[config.mk]
export PLATFORM = sky130hd
export DESIGN_NAME = media_box_structure_parser_core
export DESIGN_NICKNAME = d
export VERILOG_FILES = /design/src/rtl/mbsp_pkg.sv /design/src/rtl/mbsp_front.sv /design/src/rtl/mbsp_queue.sv /design/src/rtl/mbsp_back.sv /design/src/rtl/media_box_structure_parser_core.sv
export VERILOG_INCLUDE_DIRS = /design/src /design/src/rtl
export SDC_FILE = /design/constraint.sdc
export NUM_CORES = 1
export LEC_CHECK = 0
export BUFFER_PORTS_ARGS = -buffer_cell sky130_fd_sc_hd__buf_4
export CAP_MARGIN = 30
export CORE_ASPECT_RATIO = 1.75
export CORE_MARGIN = 8
export CORE_UTILIZATION = 50
export DETAILED_ROUTE_END_ITERATION = 6
export PLACE_DENSITY = 0.66
export SLEW_MARGIN = 20
export SYNTH_ARGS = -nofsm -noshare
export SYNTH_HDL_FRONTEND = slang
export SYNTH_SLANG_ARGS = --single-unit
[constraint.sdc]
create_clock -name clk -period 16.3 [get_ports clk]
set_input_delay 0.815 -clock clk [delete_from_list [all_inputs] [get_ports clk]]
set_output_delay 0.815 -clock clk [all_outputs]
set_load 0.01 [all_outputs]
[src/rtl/media_box_structure_parser_core_assert.svh]
// Assertion macros for the box parser core.
// Both expect signals named clk and arst_n in the enclosing module.
`ifndef MEDIA_BOX_STRUCTURE_PARSER_CORE_ASSERT_SVH
`define MEDIA_BOX_STRUCTURE_PARSER_CORE_ASSERT_SVH

// Same-cycle implication.
`define MBSP_ASSERT_NOW(label, ante, cons) \
label: assert property (@(posedge clk) disable iff (!arst_n) (ante) |-> (cons)) \
	else $error("box parser check failed");

// Next-cycle implication.
`define MBSP_ASSERT_NEXT(label, ante, cons) \
label: assert property (@(posedge clk) disable iff (!arst_n) (ante) |=> (cons)) \
	else $error("box parser check failed");

`endif

[src/rtl/mbsp_pkg.sv]
package mbsp_pkg;

	localparam int OFFSET_BITS = 32;
	localparam int MAX_LEVELS  = 3;
	localparam int LVL_W       = $clog2(MAX_LEVELS + 1);
	localparam int QDEPTH      = 4;
	localparam int QPTR_W      = $clog2(QDEPTH);
	localparam int QCNT_W      = $clog2(QDEPTH + 1);
	localparam int SUM_W       = 65;

	localparam logic [OFFSET_BITS-1:0] OFF_MAX = {OFFSET_BITS{1'b1}};

	// box type codes, big-endian ASCII
	localparam logic [31:0] T_MOOF = 32'h6d6f6f66;
	localparam logic [31:0] T_MDAT = 32'h6d646174;
	localparam logic [31:0] T_MFHD = 32'h6d666864;
	localparam logic [31:0] T_TRAF = 32'h74726166;
	localparam logic [31:0] T_TFHD = 32'h74666864;
	localparam logic [31:0] T_TRUN = 32'h7472756e;
	localparam logic [31:0] T_UUID = 32'h75756964;

	localparam logic [31:0] MIN_BOX_LEN = 32'd8;
	localparam logic [2:0]  LEN_BYTES   = 3'd4;
	localparam logic [2:0]  HDR_LAST    = 3'd7;

	localparam logic [LVL_W-1:0] LVL_TOP  = LVL_W'(0);
	localparam logic [LVL_W-1:0] LVL_MOOF = LVL_W'(1);
	localparam logic [LVL_W-1:0] LVL_TRAF = LVL_W'(2);

	localparam logic [1:0] EV_BOX     = 2'd0;
	localparam logic [1:0] EV_NO_MOOF = 2'd1;
	localparam logic [1:0] EV_NO_MDAT = 2'd2;

	localparam logic [2:0] KIND_MOOF = 3'd0;
	localparam logic [2:0] KIND_MDAT = 3'd1;
	localparam logic [2:0] KIND_MFHD = 3'd2;
	localparam logic [2:0] KIND_TRAF = 3'd3;
	localparam logic [2:0] KIND_TFHD = 3'd4;
	localparam logic [2:0] KIND_TRUN = 3'd5;
	localparam logic [2:0] KIND_UUID = 3'd6;

	typedef enum logic [1:0] {
		PH_MOOF,
		PH_INSIDE,
		PH_MDAT,
		PH_DONE
	} phase_t;

	typedef struct packed {
		logic [1:0]  event_kind;
		logic [2:0]  box_kind;
		logic [31:0] box_length;
		logic [31:0] box_start;
		logic [1:0]  nesting_level;
		logic        last_of_run;
	} result_t;

	// one byte's worth of results: res0 always, res1 when two is set
	typedef struct packed {
		logic    two;
		result_t res0;
		result_t res1;
	} rec_t;

	typedef struct packed {
		logic not_empty;
		logic full;
	} q_status_t;

	typedef struct packed {
		logic       ok;
		logic [2:0] kind;
	} child_t;

	function automatic logic [OFFSET_BITS-1:0] sat_add(input logic [OFFSET_BITS-1:0] a,
		input logic [31:0] b);
		logic [SUM_W-1:0] sum;
		sum = SUM_W'(a) + SUM_W'(b);
		if (sum > SUM_W'(OFF_MAX))
			return OFF_MAX;
		return sum[OFFSET_BITS-1:0];
	endfunction

	function automatic logic [31:0] to_start(input logic [OFFSET_BITS-1:0] v);
		logic [63:0] w;
		w = 64'(v);
		if (w > 64'h0000_0000_ffff_ffff)
			return 32'hffff_ffff;
		return w[31:0];
	endfunction

	function automatic child_t child_kind(input logic [LVL_W-1:0] lvl, input logic [31:0] t);
		child_t c;
		c.ok   = 1'b1;
		c.kind = KIND_MOOF;
		if (lvl == LVL_MOOF && t == T_MFHD)
			c.kind = KIND_MFHD;
		else if (lvl == LVL_MOOF && t == T_TRAF)
			c.kind = KIND_TRAF;
		else if (lvl == LVL_TRAF && t == T_TFHD)
			c.kind = KIND_TFHD;
		else if (lvl == LVL_TRAF && t == T_TRUN)
			c.kind = KIND_TRUN;
		else if (lvl == LVL_TRAF && t == T_UUID)
			c.kind = KIND_UUID;
		else
			c.ok = 1'b0;
		return c;
	endfunction

endpackage

[src/rtl/mbsp_front.sv]
module mbsp_front (
	input  logic          clk,
	input  logic          arst_n,
	input  logic          accept,
	input  logic [7:0]    data_byte,
	input  logic          final_byte,
	output logic          push,
	output mbsp_pkg::rec_t rec
);
	import mbsp_pkg::*;

	phase_t                 phase_q, phase_a, phase_h, phase_n;
	logic [2:0]             hbc_q, hbc_a, hbc_n;
	logic [31:0]            len_q, len_g, len_n;
	logic [31:0]            typ_q, typ_g, typ_n;
	logic [OFFSET_BITS-1:0] pos_q, pos_n;
	logic [OFFSET_BITS-1:0] hs_q, hs_g, hs_n;
	logic [OFFSET_BITS-1:0] end_q [MAX_LEVELS];
	logic [OFFSET_BITS-1:0] end_n [MAX_LEVELS];
	logic [OFFSET_BITS-1:0] end_sat, parent_end, child_end;
	logic [LVL_W-1:0]       lvl_q, lvl_a, lvl_n, pidx;
	logic                   skip_q, skip_a, skip_n;
	logic [MAX_LEVELS-1:0]  past_end;
	logic                   popped, gather, hdone, len_ok, moof_ok, mdat_ok, child_ok;
	logic                   hdr_emit, fin_emit;
	child_t                 ck;
	result_t                hdr_res, fin_res;

	// level unwind, header gathering and header decode
	always_comb begin
		for (int i = 0; i < MAX_LEVELS; i++)
			past_end[i] = pos_q >= end_q[i];
		lvl_a   = lvl_q;
		popped  = 1'b0;
		phase_a = phase_q;
		skip_a  = skip_q;
		hbc_a   = hbc_q;
		if (phase_q == PH_INSIDE) begin
			for (int i = 0; i < MAX_LEVELS; i++) begin
				if (lvl_a != LVL_TOP && past_end[lvl_a - LVL_W'(1)]) begin
					lvl_a  = lvl_a - LVL_W'(1);
					popped = 1'b1;
				end
			end
			if (popped) begin
				skip_a = 1'b0;
				hbc_a  = '0;
			end
			if (lvl_a == LVL_TOP) begin
				phase_a = PH_MDAT;
				hbc_a   = '0;
			end
		end

		gather = (phase_a != PH_DONE) && !(phase_a == PH_INSIDE && skip_a);
		hs_g   = (hbc_a == '0) ? pos_q : hs_q;
		if (hbc_a < LEN_BYTES) begin
			len_g = {len_q[23:0], data_byte};
			typ_g = typ_q;
		end else begin
			len_g = len_q;
			typ_g = {typ_q[23:0], data_byte};
		end
		hdone    = gather && (hbc_a == HDR_LAST);
		len_ok   = len_g >= MIN_BOX_LEN;
		ck       = child_kind(lvl_a, typ_g);
		moof_ok  = (typ_g == T_MOOF) && len_ok;
		mdat_ok  = (typ_g == T_MDAT) && len_ok;
		child_ok = len_ok && ck.ok;

		end_sat    = sat_add(hs_g, len_g);
		pidx       = (lvl_a == LVL_TOP) ? LVL_TOP : lvl_a - LVL_W'(1);
		parent_end = end_q[pidx];
		child_end  = (end_sat > parent_end) ? parent_end : end_sat;

		phase_h  = phase_a;
		hdr_emit = 1'b0;
		if (hdone) begin
			unique case (phase_a)
				PH_MOOF: begin
					hdr_emit = 1'b1;
					phase_h  = moof_ok ? PH_INSIDE : PH_DONE;
				end
				PH_MDAT: begin
					hdr_emit = 1'b1;
					phase_h  = PH_DONE;
				end
				PH_INSIDE: hdr_emit = child_ok;
				PH_DONE:   hdr_emit = 1'b0;
			endcase
		end
		fin_emit = final_byte && (phase_h != PH_DONE);
	end

	// next state
	always_comb begin
		phase_n = phase_h;
		hbc_n   = hbc_a;
		len_n   = len_q;
		typ_n   = typ_q;
		hs_n    = hs_q;
		lvl_n   = lvl_a;
		skip_n  = skip_a;
		end_n   = end_q;
		pos_n   = (pos_q == OFF_MAX) ? pos_q : pos_q + OFFSET_BITS'(1);
		if (gather) begin
			hbc_n = hdone ? 3'd0 : hbc_a + 3'd1;
			len_n = len_g;
			typ_n = typ_g;
			hs_n  = hs_g;
		end
		if (hdone && phase_a == PH_MOOF && moof_ok) begin
			end_n[0] = end_sat;
			lvl_n    = LVL_MOOF;
			skip_n   = 1'b0;
		end
		if (hdone && phase_a == PH_INSIDE) begin
			if (child_ok) begin
				end_n[lvl_a] = child_end;
				lvl_n        = lvl_a + LVL_W'(1);
				skip_n       = ck.kind != KIND_TRAF;
			end else begin
				skip_n = 1'b1;
			end
		end
		// last byte of the file: back to the reset state
		if (final_byte) begin
			phase_n = PH_MOOF;
			hbc_n   = '0;
			len_n   = '0;
			typ_n   = '0;
			hs_n    = '0;
			pos_n   = '0;
			lvl_n   = LVL_TOP;
			skip_n  = 1'b0;
			for (int i = 0; i < MAX_LEVELS; i++)
				end_n[i] = '0;
		end
	end

	// results for this byte
	always_comb begin
		hdr_res.event_kind    = EV_BOX;
		hdr_res.box_kind      = ck.kind;
		hdr_res.box_length    = len_g;
		hdr_res.box_start     = to_start(hs_g);
		hdr_res.nesting_level = lvl_a;
		hdr_res.last_of_run   = !fin_emit;
		unique case (phase_a)
			PH_MOOF: begin
				hdr_res.box_kind      = KIND_MOOF;
				hdr_res.nesting_level = LVL_TOP;
				if (!moof_ok) begin
					hdr_res.event_kind = EV_NO_MOOF;
					hdr_res.box_length = '0;
					hdr_res.box_start  = '0;
				end
			end
			PH_MDAT: begin
				hdr_res.box_kind      = KIND_MDAT;
				hdr_res.nesting_level = LVL_TOP;
				if (!mdat_ok) begin
					hdr_res.event_kind = EV_NO_MDAT;
					hdr_res.box_kind   = KIND_MOOF;
					hdr_res.box_length = '0;
					hdr_res.box_start  = '0;
				end
			end
			PH_INSIDE: hdr_res.event_kind = EV_BOX;
			PH_DONE:   hdr_res.event_kind = EV_BOX;
		endcase

		fin_res.event_kind    = (phase_h == PH_MOOF) ? EV_NO_MOOF : EV_NO_MDAT;
		fin_res.box_kind      = KIND_MOOF;
		fin_res.box_length    = '0;
		fin_res.box_start     = '0;
		fin_res.nesting_level = LVL_TOP;
		fin_res.last_of_run   = 1'b1;

		push     = accept && (hdr_emit || fin_emit);
		rec.two  = hdr_emit && fin_emit;
		rec.res0 = hdr_emit ? hdr_res : fin_res;
		rec.res1 = fin_res;
	end

	always_ff @(posedge clk or negedge arst_n) begin
		if (!arst_n) begin
			phase_q <= PH_MOOF;
			hbc_q   <= '0;
			len_q   <= '0;
			typ_q   <= '0;
			hs_q    <= '0;
			pos_q   <= '0;
			lvl_q   <= LVL_TOP;
			skip_q  <= 1'b0;
			for (int i = 0; i < MAX_LEVELS; i++)
				end_q[i] <= '0;
		end else if (accept) begin
			phase_q <= phase_n;
			hbc_q   <= hbc_n;
			len_q   <= len_n;
			typ_q   <= typ_n;
			hs_q    <= hs_n;
			pos_q   <= pos_n;
			lvl_q   <= lvl_n;
			skip_q  <= skip_n;
			end_q   <= end_n;
		end
	end

endmodule

[src/rtl/mbsp_queue.sv]
module mbsp_queue (
	input  logic               clk,
	input  logic               arst_n,
	input  logic               push,
	input  mbsp_pkg::rec_t     rec_in,
	input  logic               pop,
	output mbsp_pkg::rec_t     head,
	output mbsp_pkg::q_status_t status
);
	import mbsp_pkg::*;

	rec_t              mem_q [QDEPTH];
	logic [QPTR_W-1:0] wr_q, rd_q;
	logic [QCNT_W-1:0] cnt_q;

	always_ff @(posedge clk) begin
		if (push)
			mem_q[wr_q] <= rec_in;
	end

	always_ff @(posedge clk or negedge arst_n) begin
		if (!arst_n) begin
			wr_q  <= '0;
			rd_q  <= '0;
			cnt_q <= '0;
		end else begin
			if (push)
				wr_q <= (wr_q == QPTR_W'(QDEPTH - 1)) ? '0 : wr_q + QPTR_W'(1);
			if (pop)
				rd_q <= (rd_q == QPTR_W'(QDEPTH - 1)) ? '0 : rd_q + QPTR_W'(1);
			case ({push, pop})
				2'b10:   cnt_q <= cnt_q + QCNT_W'(1);
				2'b01:   cnt_q <= cnt_q - QCNT_W'(1);
				default: cnt_q <= cnt_q;
			endcase
		end
	end

	assign head             = mem_q[rd_q];
	assign status.not_empty = cnt_q != '0;
	assign status.full      = cnt_q == QCNT_W'(QDEPTH);

endmodule

[src/rtl/mbsp_back.sv]
module mbsp_back (
	input  logic           clk,
	input  logic           arst_n,
	input  mbsp_pkg::rec_t head,
	input  logic           head_valid,
	output logic           pop,
	output logic           event_valid,
	input  logic           event_stall,
	output logic [1:0]     event_kind,
	output logic [2:0]     box_kind,
	output logic [31:0]    box_length,
	output logic [31:0]    box_start,
	output logic [1:0]     nesting_level,
	output logic           last_of_run
);
	import mbsp_pkg::*;

	result_t out_q, pend_q;
	logic    out_valid_q, pend_valid_q, load;

	// output slot free or emptied this cycle
	assign load = !out_valid_q || !event_stall;
	assign pop  = load && !pend_valid_q && head_valid;

	always_ff @(posedge clk or negedge arst_n) begin
		if (!arst_n) begin
			out_valid_q  <= 1'b0;
			pend_valid_q <= 1'b0;
		end else if (load) begin
			if (pend_valid_q) begin
				out_valid_q  <= 1'b1;
				pend_valid_q <= 1'b0;
			end else if (head_valid) begin
				out_valid_q  <= 1'b1;
				pend_valid_q <= head.two;
			end else begin
				out_valid_q <= 1'b0;
			end
		end
	end

	always_ff @(posedge clk) begin
		if (load) begin
			if (pend_valid_q) begin
				out_q <= pend_q;
			end else if (head_valid) begin
				out_q  <= head.res0;
				pend_q <= head.res1;
			end
		end
	end

	assign event_valid   = out_valid_q;
	assign event_kind    = out_q.event_kind;
	assign box_kind      = out_q.box_kind;
	assign box_length    = out_q.box_length;
	assign box_start     = out_q.box_start;
	assign nesting_level = out_q.nesting_level;
	assign last_of_run   = out_q.last_of_run;

endmodule

[src/rtl/media_box_structure_parser_core.sv]
// Fragment box parser: walks moof / traf headers of a media file fed one byte per item.
// Byte channel: byte_valid, byte_stall, data_byte, final_byte. An item is taken at a
//   clock edge with byte_valid high and byte_stall low; final_byte marks the file's end.
// Event channel: event_valid, event_stall and the result fields. Each byte gives zero,
//   one or two events; last_of_run flags the last event of a byte.
// Throughput: one byte per cycle while the queue is not full. Header assembly, level
//   unwind and header decode all sit in the front stage.
// Each event passes the queue, written at the edge that takes its byte, and then the
//   output register, loaded once the output slot is free; events may wait in between.
// A four-entry queue of per-byte event records separates front and back. The back end
//   drains one event per cycle unless stalled; a two-event byte delays the next record.
// byte_stall rises only when that queue is full, i.e. when the receiver has held
//   event_stall long enough to back it up; nothing is lost or reordered.
// Reset clears the parser to "expecting moof" at offset zero and empties the queue.
// After the final byte the parser is back in that state and the next byte starts
//   a new file.
`include "media_box_structure_parser_core_assert.svh"

module media_box_structure_parser_core (
	input  logic        clk,
	input  logic        arst_n,
	input  logic        byte_valid,
	output logic        byte_stall,
	input  logic [7:0]  data_byte,
	input  logic        final_byte,
	output logic        event_valid,
	input  logic        event_stall,
	output logic [1:0]  event_kind,
	output logic [2:0]  box_kind,
	output logic [31:0] box_length,
	output logic [31:0] box_start,
	output logic [1:0]  nesting_level,
	output logic        last_of_run
);
	import mbsp_pkg::*;

	logic      accept;
	logic      q_push;
	logic      q_pop;
	rec_t      q_in;
	rec_t      q_head;
	q_status_t q_status;
	logic      head_last_ok;

	// stall comes from registered queue occupancy only
	assign byte_stall = q_status.full;
	assign accept     = byte_valid && !byte_stall;

	// front: per-byte parse state, emits a record of events for the byte
	mbsp_front u_front (
		.clk        (clk),
		.arst_n     (arst_n),
		.accept     (accept),
		.data_byte  (data_byte),
		.final_byte (final_byte),
		.push       (q_push),
		.rec        (q_in)
	);

	mbsp_queue u_queue (
		.clk    (clk),
		.arst_n (arst_n),
		.push   (q_push),
		.rec_in (q_in),
		.pop    (q_pop),
		.head   (q_head),
		.status (q_status)
	);

	// back: splits records into single events behind the output register
	mbsp_back u_back (
		.clk           (clk),
		.arst_n        (arst_n),
		.head          (q_head),
		.head_valid    (q_status.not_empty),
		.pop           (q_pop),
		.event_valid   (event_valid),
		.event_stall   (event_stall),
		.event_kind    (event_kind),
		.box_kind      (box_kind),
		.box_length    (box_length),
		.box_start     (box_start),
		.nesting_level (nesting_level),
		.last_of_run   (last_of_run)
	);

	// a queued record flags exactly its final event
	assign head_last_ok = q_head.two ?
		(q_head.res1.last_of_run && !q_head.res0.last_of_run) : q_head.res0.last_of_run;

	// a record is only written when there is room for it
	`MBSP_ASSERT_NOW(a_no_overflow, q_push, !q_status.full)
	`MBSP_ASSERT_NOW(a_head_last, q_status.not_empty, head_last_ok)
	// the second event of a byte follows its first without a gap
	`MBSP_ASSERT_NEXT(a_pair_follows, event_valid && !event_stall && !last_of_run, event_valid)

endmodule

# After elaboration in Yosys (flattened, before gate mapping)

Memory sizes are Yosys's and may differ from the RTL's.
Cells that the tools add are included.

Flip-flop bits (word level): 385
Memory bits (read-only): 0
Bits in writable memories: 300
Bits of input ports: 13
Memories: 1
Bits in latches: 0

Memory list:

| name          | words | bits a word | read ports | clocked after Yosys merged registers in | write ports | RTL line         | source |
|---|---|---|---|---|---|---|---|
| u_queue.mem_q | 4     | 75          | 1          | 0                                       | 1           | mbsp_queue.sv:12 | `rec_t mem_q [QDEPTH];` |

Reductions and logical operators: 53
$lt $le $gt $ge: 13
Div/mod/pow operators: 0
$mul: 0
Eq/ne operators: 24
Add/subtract/negate cells: 12
Multiplexer cells: 95
Shift operators: 0
Bitwise logic cells: 3

Operators with widths:

| cell                                                                                  | number |
|---|---|
| 32-bit two-way mux                                                                    | 18 |
| 96-bit two-way mux                                                                    | 3 |
| 32-bit by 31-bit == test with 1-bit output (second input constant)                    | 7 |
| 72-bit two-way mux                                                                    | 3 |
| 69-bit one-hot mux with 2 select lines                                                | 1 |
| 96-bit bitwise mux                                                                    | 1 |
| 32-bit greater-or-equal comparator                                                    | 3 |
| 69-bit two-way mux                                                                    | 1 |
| 65-bit by 32-bit greater-than comparator with 1-bit output (second input constant)    | 1 |
| 32-bit binary-select mux with 2-bit select                                            | 1 |
| 32-bit demux with 2-bit select                                                        | 1 |
| 64-bit two-way mux                                                                    | 1 |
| 2-bit two-way mux                                                                     | 20 |
| 32-bit by 32-bit adder with 33-bit output                                             | 1 |
| 3-bit two-way mux                                                                     | 11 |
| 32-bit by 1-bit adder with 32-bit output (second input constant)                      | 1 |
| 32-bit == test (second input constant)                                                | 1 |
| 32-bit by 4-bit greater-or-equal comparator with 1-bit output (second input constant) | 1 |
| 32-bit greater-than comparator                                                        | 1 |
| 1-bit two-way mux                                                                     | 27 |
| 1-bit logical AND                                                                     | 24 |
| 2-bit nonzero test                                                                    | 8 |
| 2-bit == test (second input constant)                                                 | 6 |
| 2-bit by 3-bit < comparator with 1-bit output (second input constant)                 | 3 |
| 26 further kinds                                                                      | 55 |

# Depth between registers and ports, before layout

Gate-level depths: netlist of run 1.

Depth after elaboration: 37
Gate-level depth with buffers: 62

# By module

Synthesis of run 1 repeated with hierarchy kept, for this count alone.

Cells, all modules: 3298
Area, all modules: 45423.6 µm²

By module, submodules not included:

| module                          | sequential area each (µm²) | cells each | times used | area each (µm²) |
|---|---|---|---|---|
| mbsp_queue                      | 17591.9                    | 793        | 1          | 21461.8 |
| mbsp_front                      | 5805.6                     | 2270       | 1          | 18453.9 |
| mbsp_back                       | 4374.2                     | 234        | 1          | 5494.0 |
| media_box_structure_parser_core | 0.0                        | 1          | 1          | 13.8 |

# Worst setup path before layout of run 1

Ideal clock, no wire load.

Path kind: flip-flop to flip-flop
Start point: reg u_front.pos_q[17]
End point: reg u_front.end_q[75] (netlist name)
Data required time: 16.168 ns
Setup time: 0.132 ns
Stages on the path, launching flop included: 59
Period minus slack after synthesis: 11.655 ns
Arrival: 11.522 ns
Setup slack: 4.645 ns
Cell sequence: dfrtp_1 -> ha_1 -> a21o_1 -> a221o_1 -> a221oi_1 -> nand2_1 -> a21oi_1 -> nor2_1 -> a211oi_1 -> inv_1 -> ha_1 -> nor2b_1 -> nor2b_1 -> mux2i_2 -> ha_1 -> nand2b_1 -> or2_2 -> or3_1 -> (+23 left out) -> clkbuf_1 -> nand2_1 -> ha_1 -> nor2b_1 -> o21a_1 -> o21a_1 -> o21a_1 -> o21ai_0 -> nand2b_1 -> a21oi_1 -> nor2b_1 -> o21ai_0 -> a31oi_1 -> o21ai_0 -> buf_1 -> clkbuf_1 -> mux2i_1 -> o21ai_1

Word-level cells in the longest chain between the ends: 34
Elaborated cells on any way between the ends: 96

Ends and longest elaborated chain:

| element                                                                                     | RTL line          | source |
|---|---|---|
| start: declaration                                                                          | mbsp_front.sv:16  | `logic [OFFSET_BITS-1:0] pos_q, pos_n;` |
| start signal: assignment                                                                    | mbsp_front.sv:204 | `pos_q <= pos_n;` |
| parallel branches: the longest is 32 deep, another holds 32-bit greater-or-equal comparator | --                |  |
| 96-bit two-way mux (*)                                                                      | mbsp_front.sv:117 | `if (hdone && phase_a == PH_INSIDE) begin` |
| 96-bit two-way mux (*)                                                                      | mbsp_front.sv:127 | `if (final_byte) begin` |
| end signal: assignment                                                                      | mbsp_front.sv:207 | `end_q <= end_n;` |
| end: declaration                                                                            | mbsp_front.sv:18  | `logic [OFFSET_BITS-1:0] end_q [MAX_LEVELS];` |

Every way passes the cells marked *. The select of a mux whose other input is x is not followed.
A chain may end at the register's enable or synchronous reset.

# Worst setup path after layout of run 1

Start point: reg u_front.pos_q[13]
End point: reg u_front.end_q[21] (netlist name)

Word-level cells in the longest chain between the ends: 33
Elaborated cells on any way between the ends: 93

Ends and longest elaborated chain:

| element                                                                    | RTL line                            | source |
|---|---|---|
| 32-bit greater-or-equal comparator                                         | mbsp_front.sv:32                    | `past_end[i] = pos_q >= end_q[i];` |
| 1-bit binary-select mux with 2-bit select                                  | mbsp_front.sv:40                    | `if (lvl_a != LVL_TOP && past_end[lvl_a - LVL_W'(1)]) begin` |
| 1-bit two-way mux (implied by the code)                                    | mbsp_front.sv:40                    |  |
| 1-bit logical AND                                                          | mbsp_front.sv:40                    |  |
| 2-bit two-way mux                                                          | mbsp_front.sv:40                    |  |
| 2-bit two-way mux                                                          | mbsp_front.sv:38                    | `if (phase_q == PH_INSIDE) begin` |
| 2-bit by 1-bit subtractor with 2-bit output                                | mbsp_front.sv:40, mbsp_front.sv:41  |  |
| 1-bit binary-select mux with 2-bit select                                  | mbsp_front.sv:40                    |  |
| (+17 left out)                                                             | --                                  |  |
| 1-bit two-way mux (on tied branches)                                       | mbsp_pkg.sv:79, mbsp_pkg.sv:104     |  |
| 32-bit two-way mux / 1-bit two-way mux (equally long branches)             | mbsp_pkg.sv:81, mbsp_pkg.sv:102     |  |
| 32-bit greater-than comparator / 1-bit two-way mux (equally long branches) | mbsp_front.sv:74, mbsp_pkg.sv:100   |  |
| 32-bit two-way mux / 1-bit two-way mux (equally long branches)             | mbsp_front.sv:74, mbsp_pkg.sv:98    |  |
| 96-bit bitwise mux / 1-bit two-way mux (equally long branches)             | mbsp_front.sv:119, mbsp_pkg.sv:96   |  |
| 96-bit two-way mux / 1-bit logical AND (equally long branches)             | mbsp_front.sv:118, mbsp_front.sv:69 |  |
| 96-bit two-way mux / 2-bit nonzero test (equally long branches)            | --                                  |  |
| 96-bit two-way mux / 3-bit AND reduction (equally long branches)           | --                                  |  |

Several ways; a longest one is shown, not always the timed one. The select of a mux whose other input is x is not followed.

==> results of run 1 <==
## path summary, 6_finish.rpt
| path | start | endpoint | slack, ps | depth (start not counted) |
|---|---|---|---|---|
| hold reg to reg | u_front.hs_q[11]$_DFFE_PN0P_ | u_front.hs_q[11]$_DFFE_PN0P_ | 480 | 2 |
| hold / removal | arst_n | u_front.end_q[23]$_DFFE_PN0P_ | 170 | 1 |
| setup reg to reg | u_front.pos_q[13]$_DFFE_PN0P_ | u_front.end_q[21]$_DFFE_PN0P_ | 1690 | 51 |
| max in group asynchronous | arst_n | u_queue.rd_q[0]$_DFFE_PN0P_ | 14030 | 3 |
| setup / recovery | u_front.pos_q[13]$_DFFE_PN0P_ | u_front.end_q[21]$_DFFE_PN0P_ | 1690 | 51 |
| min in group clk | data_byte[1] | u_front.typ_q[1]$_DFFE_PN0P_ | 470 | 2 |
## power groups by stage
stage,clock network [mW],registers [mW],logic [mW]
after floorplan,0,2.07,1.17
after global placement,0,2.09,1.80
after detailed placement,0,2.10,1.82
after CTS,1.34,2.07,1.83
after global routing,1.40,2.09,1.96
final,1.32,2.06,1.82
## critical path, delay by kind of cell, from the launching register on
family          cells  cell delay, ps
compound gates     25            6840
simple gates       12            3170
fa+ha+maj           6            1760
buf+inv             6            1370
mux                 2             770
flops               1             510
## registers in the layout, indices dropped and copies added, names as in the netlist, 2 cells and up
signal,flops
u_back.box_start,32
u_front.hbc_q,3
u_front.end_q,96
u_front.hs_q,32
u_queue.wr_q,2
u_queue.rd_q,2
u_back.nesting_level,2
u_front.len_q,32
u_front.lvl_q,2
u_back.box_length,32
u_front.typ_q,32
u_queue.mem_q,300
u_front.pos_q,32
u_back.box_kind,3
u_back.pend_q,2
u_queue.cnt_q,3
u_front.phase_q,2
u_back.event_kind,2
## area by class of cell
cell class,instances,area (um2)
clock buffers,73,1500
clock inverters,30,329
fillers,5218,27300
inverters,234,878
multi-input cells,1664,12900
flip-flops and latches,615,17300
well taps,799,1000
repair buffers,126,1010
## metrics by stage
step	instances	hold slack [ps]	utilization (%)	cell area, um2	setup slack [ps]
6_report	3541	170	56.1	34900	1690
5_1_grt	3541	205	56.1	34900	904
4_1_cts	3541	182	56.1	34900	1810
3_5_place_dp	3438	469	53.1	33100	1850
3_3_place_gp	3432	465	53.0	33000	2230
2_1_floorplan	2626	449	-	31400	4650
## cells in the mapped netlist, types with 7 or more instances
library cell / n
mux4_2: 75
o211ai_1: 12
o21a_1: 10
a21oi_1: 76
nor3b_1: 7
edfxtp_1: 374
a21o_1: 28
mux2i_1: 123
nor4_1: 19
nand4b_1: 9
a31oi_1: 11
nand2b_1: 22
or4_1: 8
a32oi_1: 32
nand2_1: 193
o21ai_1: 34
nand4_1: 26
xnor2_1: 21
ha_1: 179
a211oi_1: 11
and2_1: 11
and3_1: 15
or3_1: 7
dfrtp_1: 241
o2bb2ai_1: 57
inv_1: 234
or2_2: 7
o21ai_0: 153
mux2_2: 8
clkbuf_1: 67
nor2_1: 179
nor2b_1: 90
nor3_1: 29
buf_1: 11
buf_2: 31
xor2_1: 33
a22o_1: 44
nand3_1: 45
## cells by family after synthesis
group | count (synthesis)
AOI/OAI and AO/OA | 530
and+or+nand+nor | 689
DFF | 615
buffers and inverters | 347
muxes | 210
xor gates and xnor gates | 54
adders and majority gates | 181
## layer usage
layer	GRT usage (%)	vias up	part of all wire, %
li1	-	9772	-
met1	28.4	10975	37
met2	43.4	721	51
met3	2.72	232	4.9
met4	15.0	0	6.8
met5	0	-	0
==> results.sh, run 1 <==
export IMPL_ir_worst_vdd_mv=0.174
export IMPL_cts_tree="yes"
export IMPL_internal_power_mw=3.39
export IMPL_swShare_pct=34.8
export IMPL_grt_pass1_vias=22757
export IMPL_syn_cell_area_um2=31400
export IMPL_hp_class="in -> async"
export IMPL_place_gp_congestion=0.935
export IMPL_cts_buffer_depth=3
export IMPL_post_route_period_util_pct=89.7
export IMPL_finalClockSkew_ps=24.9
export IMPL_clk_pin_slew_ps=60
export IMPL_hold_viol=0
export IMPL_synth_distinct_cells=91
export IMPL_syn_nets=2820
export IMPL_synth_fa_ha_area_share_pct=7.25
export IMPL_fin_nets=2891
export IMPL_synth_top_cell_area_share_pct=35.7
export IMPL_final_cell_mix="374 x edfxtp_1, 238 x dfrtp_1, 234 x inv_1"
export IMPL_switchingPower_mw=1.81
export IMPL_fp_row_count=121
export IMPL_slowest_delay_ps=720
export IMPL_numCtsBuffers=56
export IMPL_dr_pass1_iters=5
export IMPL_rsz0062_at_grt="no"
export IMPL_pwr_share_seq_pct=39.6
export IMPL_grt_overflow_total=0
export IMPL_drt_iter0_drc=1541
export IMPL_yosys_area_top_type="edfxtp_1"
export IMPL_holdBufCountCts=0
export IMPL_grt_max_degree=76
export IMPL_ys_warn_count=0
export IMPL_critPathKind="reg -> reg"
export IMPL_track_usage_pct=24.7
export IMPL_wl_per_cell_um=25.0
export IMPL_synth_enable_flop_cells=374
export IMPL_relSlewSlack_pct=37.2
export IMPL_core_um2=62200
export IMPL_io_pin_count=87
export IMPL_grt_pass1_wl_um=136000
export IMPL_p_clk_share_pct=25.4
export IMPL_status="finished, final reports clean"
export IMPL_final_common_cell="edfxtp_1"
export IMPL_clock_sinks=615
export IMPL_start_kind="flop"
export IMPL_synth_seq_area_share_pct=54.9
export IMPL_tns_ps=0
export IMPL_ys_ff_latch=615
export IMPL_tightest_slew_ps=942
export IMPL_power_density_nw_per_um2=149
export IMPL_synth_top_family_by_area="compound AO/OA/AOI/OAI gates"
export IMPL_num_antenna_cells=0
export IMPL_final_antenna_net_count=0
export IMPL_htree_levels=2
export IMPL_max_freq_mhz=68.4
export IMPL_yosys_area_share_simple_pct=10.8
export IMPL_die_w_um=206
export IMPL_critPathMaxFanout=35
export IMPL_synth_compound_area_share_pct=11.4
export IMPL_synth_area_per_cell_um2=12.0
export IMPL_yosys_mux_area_fraction_pct=9.74
export IMPL_dieArea_um2=71500
export IMPL_portBuffers=86
export IMPL_drt_total_wl_um=88400
export IMPL_synthCells=2626
export IMPL_dp_hpwl_um=63300
export IMPL_critPathSlowestCell="nor4_1"
export IMPL_via_per_inst=6.13
export IMPL_synth_async_sr_flop_share_pct=39.2
export IMPL_cts_resized=0
export IMPL_synthTopCellsByArea="edfxtp_1 36%, dfrtp_1 19%, ha_1 7.1%, mux4_2 5.4%, mux2i_1 3.9%"
export IMPL_syn2layout_area_growth_pct=11.0
export IMPL_required_ps=16800
export IMPL_antenna_found_initial=2
export IMPL_drive_gt1_share_pct=12.8
export IMPL_via_count=21700
export IMPL_min_period_ps=14610
export IMPL_slew_viol_final=0
export IMPL_combPwrFrac_pct=35.0
export IMPL_cp_arrival_ps=15110
export IMPL_start_util_pct=50.5
export IMPL_clock_latency_ps=620
export IMPL_root_buffer="clkbuf_16"
export IMPL_finalSetupViolations=0
export IMPL_die_height_um=348
export IMPL_synth_flop_cell="edfxtp_1"
export IMPL_drc=0
export IMPL_maxCapViolations=0
export IMPL_p_total_mw=5.20
export IMPL_synth_xor_area_share_pct=1.50
export IMPL_cts_setup_buffers=0
export IMPL_leakage_nw=14.3
export IMPL_endpoint_kind="flop"
(Power assumes the default switching activity.)
==> run 2, diff against run 1 <==
--- a/config.mk
+++ b/config.mk
@@ -16,4 +16,5 @@
 export SLEW_MARGIN = 20
 export SYNTH_ARGS = -nofsm -noshare
 export SYNTH_HDL_FRONTEND = slang
+export SYNTH_HIERARCHICAL = 1
 export SYNTH_SLANG_ARGS = --single-unit
==> results.sh, run 2 <==
export IMPL_grt_max_degree=131
export IMPL_slowest_delay_ps=700
export IMPL_min_period_ps=14530
export IMPL_hold_viol=0
export IMPL_synth_area_per_cell_um2=13.8
export IMPL_fp_row_count=146
export IMPL_placed_area_um2=46900
export IMPL_syn_cell_area_um2=45400
export IMPL_timing_rr_start="u_front/pos_q[28]$_DFFE_PN0P_"
export IMPL_final_common_cell="edfxtp_1"
export IMPL_leakage_nw=19.1
export IMPL_max_freq_mhz=68.8
export IMPL_ir_worst_vdd_mv=0.148
export IMPL_fin_ws_ps=1770
export IMPL_synth_seq_area_share_pct=61.1
export IMPL_ys_warn_count=6
export IMPL_ys_ff_latch=965
export IMPL_portBuffers=86
export IMPL_cpMostUsedCell="o21a_1"
export IMPL_place_gp_congestion=0.943
export IMPL_final_util_pct=55.1
export IMPL_final_antenna_net_count=0
export IMPL_synthCells=3298
export IMPL_cts_resized=0
export IMPL_synth_enable_flop_cells=724
export IMPL_start_kind="flop"
export IMPL_cts_tree="yes"
export IMPL_clock_sinks=965
export IMPL_via_per_inst=5.79
export IMPL_worstPathBufferInverterCount=5
export IMPL_endpoint_kind="flop"
export IMPL_crit_start="u_front/pos_q[28]$_DFFE_PN0P_"
export IMPL_tns_ps=0
export IMPL_clk_pin_slew_ps=70
export IMPL_clock_latency_ps=680
export IMPL_syn2layout_area_growth_pct=9.56
export IMPL_drt_total_wl_um=105000
export IMPL_synth_top_cell_area_share_pct=47.9
export IMPL_finalClockSkew_ps=26.2
export IMPL_die_height_um=415
export IMPL_fin_nets=3559
export IMPL_reg_top3="u_queue/mem_q (580), u_front/end_q (96), u_back/pend_q (72)"
export IMPL_holdWs_ps=137
export IMPL_io_pin_count=87
export IMPL_start_util_pct=50.3
export IMPL_rsz0062_at_grt="no"
export IMPL_dr_pass1_iters=5
export IMPL_hp_class="in -> async"
export IMPL_tightest_slew_ps=985
export IMPL_ys_top_cells_by_count="724 x edfxtp_1, 256 x nand2_1, 241 x dfrtp_1"
export IMPL_core_um2=90200
export IMPL_post_route_period_util_pct=89.1
export IMPL_numCtsBuffers=87
export IMPL_stdcell_area_um2=49800
export IMPL_power_density_nw_per_um2=153
export IMPL_drc=0
export IMPL_cts_buffer_depth=3
export IMPL_status="finished, final reports clean"
export IMPL_yosys_area_top_type="edfxtp_1"
export IMPL_via_count=26778
export IMPL_drive_gt1_share_pct=15.4
export IMPL_dieArea_um2=101000
export IMPL_critPathMaxFanout=76
export IMPL_slew_viol_final=0
export IMPL_holdBufCountCts=0
export IMPL_grt_pass1_wl_um=163000
export IMPL_track_usage_pct=20.6
export IMPL_htree_levels=3
export IMPL_relSlewSlack_pct=32.5
export IMPL_critPathKind="reg -> reg"
export IMPL_top_register="u_queue/mem_q"
export IMPL_cts_setup_buffers=0
export IMPL_synth_async_sr_flop_share_pct=25.0
export IMPL_final_cell_mix="724 x edfxtp_1, 255 x nand2_1, 238 x dfrtp_1"
export IMPL_die_w_um=244
export IMPL_yosysMostFrequentCell="edfxtp_1"
export IMPL_finalSetupViolations=0
export IMPL_maxCapViolations=0
export IMPL_grt_overflow_total=0
export IMPL_grt_pass1_vias=27558
export IMPL_required_ps=16830
export IMPL_critPathSlowestCell="nor4_1"
export IMPL_root_buffer="clkbuf_16"
export IMPL_antenna_found_initial=0
export IMPL_critPathTopFamily="compound AO/OA/AOI/OAI gates"
export IMPL_cp_arrival_ps=15060
export IMPL_pre_cts_slack_ps=1800
export IMPL_synth_flop_cell="edfxtp_1"
export IMPL_wl_per_cell_um=22.8
export IMPL_synth_distinct_cells=93
export IMPL_largest_reg_flops=580
export IMPL_dp_hpwl_um=72300
export IMPL_drt_iter0_drc=1848
export IMPL_synthTopCellsByArea="edfxtp_1 48%, dfrtp_1 13%, mux4_2 7.2%, ha_1 4.9%, o21ai_0 2.5%"
[run 2: changes by cell type after synthesis, sizes merged, moves of 37 or more]
cell     change
buf         +93
o21ai       +65
nand2       +63
nor2b       -76
edfxtp     +350
a21oi      +102
mux4        +70
inv         -37
mux2        +68
o2bb2ai     -52
[run 2: layout make-up]
class | instances | area (um2)
Fill cell | 7515 | 40500
Sequential cell | 965 | 27800
Multi-Input combinational cell | 1984 | 15800
Clock buffer | 122 | 2420
Tap cell | 1184 | 1480
Timing Repair Buffer | 130 | 1110
Inverter | 197 | 739
Clock inverter | 41 | 412
Antenna cell | 2 | 5.00
[run 2: path summary, 6_finish.rpt]
path,slack [ps],cells after the start,to
min,140,1,u_front/skip_q$_DFFE_PN0P_
min reg2reg,480,1,u_queue/cnt_q[2]$_DFFE_PN0P_
max reg2reg,1770,53,u_front/end_q[65]$_DFFE_PN0P_
max,1770,53,u_front/end_q[65]$_DFFE_PN0P_
max in group asynchronous,14360,3,u_front/pos_q[18]$_DFFE_PN0P_
min in group clk,440,2,u_front/typ_q[0]$_DFFE_PN0P_
[run 2: metrics by stage]
step | power, mW | instances
4_1_cts | 7.71 | 4622
6_report | 7.61 | 4625
2_1_floorplan | 5.01 | 3366
3_3_place_gp | 5.64 | 4456
5_1_grt | 7.98 | 4623
3_5_place_dp | 5.67 | 4459
[run 2: cell families (layout without fill, tap and decap cells)]
| group | count (synthesis) | count (layout) | synth area share, % |
|---|---|---|---|
| compound gates | 651 | 651 | 9.01 |
| buf+inv | 417 | 490 | 4.84 |
| flops | 965 | 965 | 61.1 |
| simple gates | 706 | 706 | 7.21 |
| fa+ha+maj | 181 | 181 | 5.02 |
| xor+xnor | 48 | 48 | 0.926 |
| mux | 328 | 328 | 11.8 |
| other cells | 2 | 72 | 0.0165 |
[run 2: power by group]
part,switching (mW),internal (mW),leakage [nW]
registers,0.185,3.12,9.95
logic,1.30,0.985,7.82
clock network,0.897,1.13,1.38
total,2.38,5.23,19.1
[run 2: routing by layer]
layer / track usage, % / up-vias / part of all wire [%]
met5: 0 / - / 0
met4: 9.05 / 0 / 4.3
met3: 2.74 / 221 / 3.5
met2: 36.8 / 594 / 53
met1: 24.7 / 13545 / 39
li1: - / 12418 / -
